$ cat src/hw/rtl/wstat_pkg.sv
// Shared sizes, codes and control/status structs of the windowed I/O statistics monitor.
// Used by wstat_ctrl, wstat_dp and the top level; depends on nothing.
package wstat_pkg;

    localparam int RING_DEPTH = 256;
    localparam int FRAC_BITS  = 8;

    localparam int CMD_W    = 2;
    localparam int SIZE_W   = 32;
    localparam int TIME_W   = 32;
    localparam int WIN_W    = 16;
    localparam int STATUS_W = 2;
    localparam int OCNT_W   = 9;
    localparam int STAT_W   = 40;
    localparam int RATE_W   = 16;
    localparam int MEM_W    = SIZE_W + TIME_W;

    localparam int IDX_W  = $clog2(RING_DEPTH);
    localparam int FILL_W = $clog2(RING_DEPTH + 1);
    localparam int ADDR_W = $clog2(2 * RING_DEPTH);

    localparam int SUM_W  = SIZE_W + FILL_W;
    localparam int SQ_W   = 2 * SIZE_W + FILL_W;
    localparam int NSQ_W  = SQ_W + FILL_W;
    localparam int RAD_W  = NSQ_W + 2 * FRAC_BITS;
    localparam int ROOT_W = (RAD_W + 1) / 2;
    localparam int DVD_A  = (SUM_W + FRAC_BITS > ROOT_W) ? SUM_W + FRAC_BITS : ROOT_W;
    localparam int DVD_W  = (DVD_A > FILL_W + FRAC_BITS) ? DVD_A : FILL_W + FRAC_BITS;
    localparam int DVS_W  = (WIN_W > FILL_W) ? WIN_W : FILL_W;

    localparam int MUL_STEPS  = FILL_W;
    localparam int SUB_STEPS  = SUM_W;
    localparam int SQRT_STEPS = ROOT_W;
    localparam int DIV_STEPS  = DVD_W;
    localparam int STEP_MAX   = DIV_STEPS + 1;
    localparam int STEP_W     = $clog2(STEP_MAX + 1);

    localparam logic [CMD_W-1:0] CMD_ADD   = 2'd0;
    localparam logic [CMD_W-1:0] CMD_CLEAN = 2'd1;
    localparam logic [CMD_W-1:0] CMD_QUERY = 2'd2;

    localparam logic [STATUS_W-1:0] ST_OK       = 2'd0;
    localparam logic [STATUS_W-1:0] ST_ZERO_WIN = 2'd1;
    localparam logic [STATUS_W-1:0] ST_OVERFLOW = 2'd2;

    localparam logic [1:0] DSEL_MEAN = 2'd0;
    localparam logic [1:0] DSEL_RATE = 2'd1;
    localparam logic [1:0] DSEL_DEV  = 2'd2;

    typedef struct packed {
        logic       load;
        logic       add_wr;
        logic       walk_init;
        logic       rd;
        logic       ev;
        logic       clean_fin;
        logic       mul_load;
        logic       mul_sub;
        logic       mul_step;
        logic       sqrt_load;
        logic       sqrt_step;
        logic       div_load;
        logic       div_step;
        logic       div_store;
        logic [1:0] div_sel;
        logic       out_load;
    } wstat_cmd_t;

    typedef struct packed {
        logic [CMD_W-1:0] command;
        logic             win_zero;
        logic             more;
        logic             keep;
        logic             cnt_zero;
        logic             plural;
        logic             out_busy;
    } wstat_sts_t;

endpackage

$ cat src/hw/rtl/wstat_ctrl.sv
// Sequencer of the monitor: decodes a command and steps the datapath through walk,
// multiply, square root and divide phases. Depends on wstat_pkg.
module wstat_ctrl (
    input  logic                  clk,
    input  logic                  rst_n,
    input  logic                  in_fire,
    input  wstat_pkg::wstat_sts_t sts,
    output logic                  idle,
    output wstat_pkg::wstat_cmd_t cmd
);
    import wstat_pkg::*;

    localparam logic [3:0] S_IDLE  = 4'd0;
    localparam logic [3:0] S_DISP  = 4'd1;
    localparam logic [3:0] S_ADD   = 4'd2;
    localparam logic [3:0] S_WALK  = 4'd3;
    localparam logic [3:0] S_EVAL  = 4'd4;
    localparam logic [3:0] S_CLFIN = 4'd5;
    localparam logic [3:0] S_FLUSH = 4'd6;
    localparam logic [3:0] S_DIVM  = 4'd7;
    localparam logic [3:0] S_DIVR  = 4'd8;
    localparam logic [3:0] S_MUL   = 4'd9;
    localparam logic [3:0] S_SUB   = 4'd10;
    localparam logic [3:0] S_SQRT  = 4'd11;
    localparam logic [3:0] S_DIVD  = 4'd12;
    localparam logic [3:0] S_OUT   = 4'd13;

    logic [3:0]        state_reg, state_next;
    logic [STEP_W-1:0] step_reg, step_next;
    logic              is_clean;

    assign idle     = (state_reg == S_IDLE);
    assign is_clean = (sts.command == CMD_CLEAN);

    always_comb
    begin
        state_next = state_reg;
        step_next  = step_reg;
        cmd        = '0;
        unique case (state_reg) inside
            S_IDLE:
            begin
                if (in_fire)
                begin
                    cmd.load   = 1'b1;
                    state_next = S_DISP;
                end
            end
            S_DISP:
            begin
                unique case (sts.command)
                    CMD_ADD:   state_next = S_ADD;
                    CMD_CLEAN:
                    begin
                        cmd.walk_init = 1'b1;
                        state_next    = sts.win_zero ? S_CLFIN : S_WALK;
                    end
                    CMD_QUERY:
                    begin
                        cmd.walk_init = 1'b1;
                        state_next    = sts.win_zero ? S_OUT : S_WALK;
                    end
                    default:   state_next = S_OUT;
                endcase
            end
            S_ADD:
            begin
                cmd.add_wr = 1'b1;
                state_next = S_OUT;
            end
            S_WALK:
            begin
                if (sts.more)
                begin
                    cmd.rd     = 1'b1;
                    state_next = S_EVAL;
                end
                else
                begin
                    state_next = is_clean ? S_CLFIN : S_FLUSH;
                end
            end
            S_EVAL:
            begin
                if (sts.keep)
                begin
                    cmd.ev     = 1'b1;
                    state_next = S_WALK;
                end
                else
                begin
                    state_next = is_clean ? S_CLFIN : S_FLUSH;
                end
            end
            S_CLFIN:
            begin
                cmd.clean_fin = 1'b1;
                state_next    = S_OUT;
            end
            S_FLUSH:
            begin
                step_next  = '0;
                state_next = sts.cnt_zero ? S_OUT : S_DIVM;
            end
            S_DIVM, S_DIVR, S_DIVD:
            begin
                cmd.div_sel = (state_reg == S_DIVM) ? DSEL_MEAN :
                              (state_reg == S_DIVR) ? DSEL_RATE : DSEL_DEV;
                step_next   = step_reg + 1'b1;
                if (step_reg == '0)
                begin
                    cmd.div_load = 1'b1;
                end
                else if (step_reg <= STEP_W'(DIV_STEPS))
                begin
                    cmd.div_step = 1'b1;
                end
                else
                begin
                    cmd.div_store = 1'b1;
                    step_next     = '0;
                    if (state_reg == S_DIVM)
                        state_next = S_DIVR;
                    else if (state_reg == S_DIVR)
                        state_next = sts.plural ? S_MUL : S_OUT;
                    else
                        state_next = S_OUT;
                end
            end
            S_MUL, S_SUB:
            begin
                cmd.mul_sub = (state_reg == S_SUB);
                step_next   = step_reg + 1'b1;
                if (step_reg == '0)
                begin
                    cmd.mul_load = 1'b1;
                end
                else
                begin
                    cmd.mul_step = 1'b1;
                    if (state_reg == S_MUL && step_reg == STEP_W'(MUL_STEPS))
                    begin
                        step_next  = '0;
                        state_next = S_SUB;
                    end
                    else if (state_reg == S_SUB && step_reg == STEP_W'(SUB_STEPS))
                    begin
                        step_next  = '0;
                        state_next = S_SQRT;
                    end
                end
            end
            S_SQRT:
            begin
                step_next = step_reg + 1'b1;
                if (step_reg == '0)
                begin
                    cmd.sqrt_load = 1'b1;
                end
                else
                begin
                    cmd.sqrt_step = 1'b1;
                    if (step_reg == STEP_W'(SQRT_STEPS))
                    begin
                        step_next  = '0;
                        state_next = S_DIVD;
                    end
                end
            end
            S_OUT:
            begin
                if (!sts.out_busy)
                begin
                    cmd.out_load = 1'b1;
                    state_next   = S_IDLE;
                end
            end
            default: state_next = S_IDLE;
        endcase
    end

    always_ff @(posedge clk or negedge rst_n)
    begin
        if (!rst_n)
        begin
            state_reg <= S_IDLE;
            step_reg  <= '0;
        end
        else
        begin
            state_reg <= state_next;
            step_reg  <= step_next;
        end
    end

endmodule

$ cat config.mk
export PLATFORM = sky130hd
export DESIGN_NAME = wstat_ctrl
export DESIGN_NICKNAME = d
export VERILOG_FILES = /design/src/hw/rtl/wstat_pkg.sv /design/src/hw/rtl/wstat_ctrl.sv
export SDC_FILE = /design/constraint.sdc
export NUM_CORES = 1
export LEC_CHECK = 0
export BUFFER_PORTS_ARGS = -buffer_cell sky130_fd_sc_hd__clkbuf_2
export CAP_MARGIN = 5
export CORE_MARGIN = 10
export CORE_UTILIZATION = 57
export DETAILED_ROUTE_END_ITERATION = 10
export PLACE_DENSITY = 0.93
export RECOVER_POWER = 25
export SLEW_MARGIN = 20
export SYNTH_ARGS = -nofsm -noshare
export SYNTH_HDL_FRONTEND = slang
export SYNTH_SLANG_ARGS = --single-unit
export TNS_END_PERCENT = 5
$ cat constraint.sdc
create_clock -name clk -period 5.2 [get_ports clk]
set_input_delay 0.78 -clock clk [delete_from_list [all_inputs] [get_ports clk]]
set_output_delay 0.78 -clock clk [all_outputs]
set_load 0.02 [all_outputs]
==> flow_summary.ini <==
[sta]
slew_violations = 0
setup_viol = 0
min_period_ns = 2.73
final-hold-violation-count = 0
slew_headroom_pct = 60.9
timing.hold.ws_ns = 0.454
fmaxAchievable_mhz = 366
tightestPinTransition_ns = 0.586
finalSetupTns_ns = 0
fin_skew_ns = 0.00329
fin_crit_sh_pct = 52.6
rsz0062_at_grt = false

[global_routing]
grt_overflow = 0
met3_usage_pct = 3.78
grt_use_total_pct = 13.3
grt_antenna_before_repair = 0
met1_usage_pct = 16.4
gr-max-usage-layer = met2
grt_pass1_vias = 1151
grt_util_met2_pct = 20.7
grt_max_degree = 21
grt_pass1_wl_microns = 4860

[synthesis]
synth-edff-count = 0
netlist_instances = 152
synthArstFlopShare_pct = 100
synth_top_area_share_pct = 21.7
syn_area_sq_um = 1150
synth_cell_types = 43
ys_ff_latch = 10
synth_fp_nets = 171
synth.yosys.warnings = 0
postSynthAreaPerCell_sq_um = 7.60
ys.flop_type = dfrtp_1
ys_seq_area_share_pct = 21.7
synth_top_area_cell = dfrtp_1
synth_area_leaders = dfrtp_1, ha_1, nor2_1

[clocking]
htree_num_levels = 1
cts_buffers = 3
post_cts_buffers = 0
clk_pin_slew_ns = 0.07
hold_buffers = 0
cts_buffer_depth = 2
clock_latency_ns = 0.27
clock_sinks = 10
cts_tree = yes
cts-resized-gates = 0
cts-root-buf = clkbuf_4

[outcome]
status = finished clean

[pwr]
power_frac_comb_pct = 7.0
p_sw_uw = 35.2
p_int_uw = 125
cellLeakagePower_nw = 0.644
p_clk_share_pct = 44.5
p_per_area_nw_per_um2 = 124
vdd_drop_max_uv = 57.2
switching_share_pct = 22.0
seqPwrFrac_pct = 48.5

[die]
ios = 29
core_area_sq_um = 1940
die_w_microns = 65.0
dieHeight_microns = 65.0
start_util_pct = 59.5
dieArea_sq_um = 4230
rows = 16

[setup_path]
required_ns = 4.42
max_stage_delay_ns = 0.45
worstPathArrival_ns = 1.95
crit_slowest_cell = o311ai_1
cp_top_family = compound AO/OA/AOI/OAI gates
crit_path_cell_trace = inv_1 -> ha_1 -> nor2_1 -> o311ai_1 -> nor3b_1 -> clkbuf_2
cp.buffers_inverters = 2
start_kind = register
critical_path.max_fanout = 4
crit_type = register to primary output
cp-end-kind = primary output

[routing]
wl_microns = 2840
vias_per_cell = 5.91
firstDrtPassIters = 4
drtIter0Drc = 43
drc = 0
ant_nets = 0
wl_per_cell_microns = 14.1
vias = 1187

[finish]
nets = 194
largest_register_ffs = 6
diodes = 0
area_delta_synth_final_pct = 11.8
final_common_cell = clkbuf_2
drive_gt1_share_pct = 23.0
layout_common_cells = clkbuf_2, nor2_1, nand2_1

[placed_design]
dp_hpwl_microns = 2220
place.gp.congestion = 0.892
port_buffers = 28

[run]
maxCapViolations = 0

[min_path]
worstHoldPathType = primary input to async pin
## worst paths after layout
kind                                          start                  endpoint  slack (ns)  depth (start not counted)
min                                           rst_n   step_reg[5]$_DFFE_PN0P_        0.45                          1
min in group clk            step_reg[1]$_DFFE_PN0P_   step_reg[1]$_DFFE_PN0P_        0.55                          2
max in group asynchronous                     rst_n  state_reg[0]$_DFFE_PN0P_        4.40                          1
max                         step_reg[1]$_DFFE_PN0P_                    cmd[4]        2.47                          6
max reg2reg                state_reg[2]$_DFFE_PN0P_  state_reg[1]$_DFFE_PN0P_        2.85                          5
min reg2reg                 step_reg[1]$_DFFE_PN0P_   step_reg[1]$_DFFE_PN0P_        0.55                          2
## routing by layer
metal	wire length, microns	share of wire [%]
met5	0	0
met4	44	1.5
met3	220	7.7
met2	1250	44
met1	1330	47
## logic make-up after synthesis
family	count (synthesis)	share of synthesized area, %
simple gates	75	33.7
compound gates	35	20.4
buf+inv	18	8.88
flops	10	21.7
fa+ha+maj	8	8.67
mux	4	5.20
xor+xnor	2	1.52
## worst reg2reg max path, delay by kind of cell (launching register included)
kind | cells | cell delay [ns]
AOI/OAI and AO/OA | 2 | 0.31
DFF | 1 | 0.71
muxes | 1 | 0.32
and+or+nand+nor | 2 | 0.89
## power groups by stage
| stage | combinational, mW | clock (mW) | sequential (mW) |
|---|---|---|---|
| 2_1_floorplan | 0.00433 | 0 | 0.0793 |
| 6_report | 0.0113 | 0.0714 | 0.0777 |
| 5_1_grt | 0.0132 | 0.0736 | 0.0777 |
| 3_3_place_gp | 0.0109 | 0 | 0.0792 |
| 3_5_place_dp | 0.0115 | 0 | 0.0792 |
| 4_1_cts | 0.0115 | 0.0713 | 0.0777 |
## area by class of cell
| class | count | area, sq um |
|---|---|---|
| Multi-Input combinational cell | 124 | 802 |
| Tap cell | 27 | 33.8 |
| Sequential cell | 10 | 250 |
| Clock buffer | 4 | 36.3 |
| Inverter | 8 | 30.0 |
| Timing Repair Buffer | 28 | 139 |
| Fill cell | 158 | 651 |
## synth_stat cells, types with 2 or more instances
cell and instances:
a22oi_1 2, nand2b_1 2, mux2_4 4, o31ai_1 2, nor2b_1 3, nor3_1 7
a21oi_1 8, buf_6 4, nor2_1 23, xor2_1 2, nor3b_1 2, o32ai_1 3
inv_1 8, and2_1 3, o21ai_0 8, nand3_1 3, and3_1 4, o311ai_0 2
a21o_1 2, ha_1 8, nand4_1 2, dfrtp_1 10, nand2_1 16, clkbuf_1 4
o211ai_1 2
## stage by stage
| step | cells | setup slack (ns) | area (sq um) | utilization [%] | power [mW] |
|---|---|---|---|---|---|
| floorplan | 152 | 2.63 | 1150 | - | 0.0836 |
| global placement | 197 | 2.80 | 1260 | 64.7 | 0.0901 |
| detailed placement | 197 | 2.78 | 1260 | 64.7 | 0.0907 |
| CTS | 201 | 2.49 | 1290 | 66.6 | 0.160 |
| global route | 201 | 2.29 | 1290 | 66.5 | 0.164 |
| finish | 201 | 2.47 | 1290 | 66.5 | 0.160 |
(Power assumes the default switching activity.)
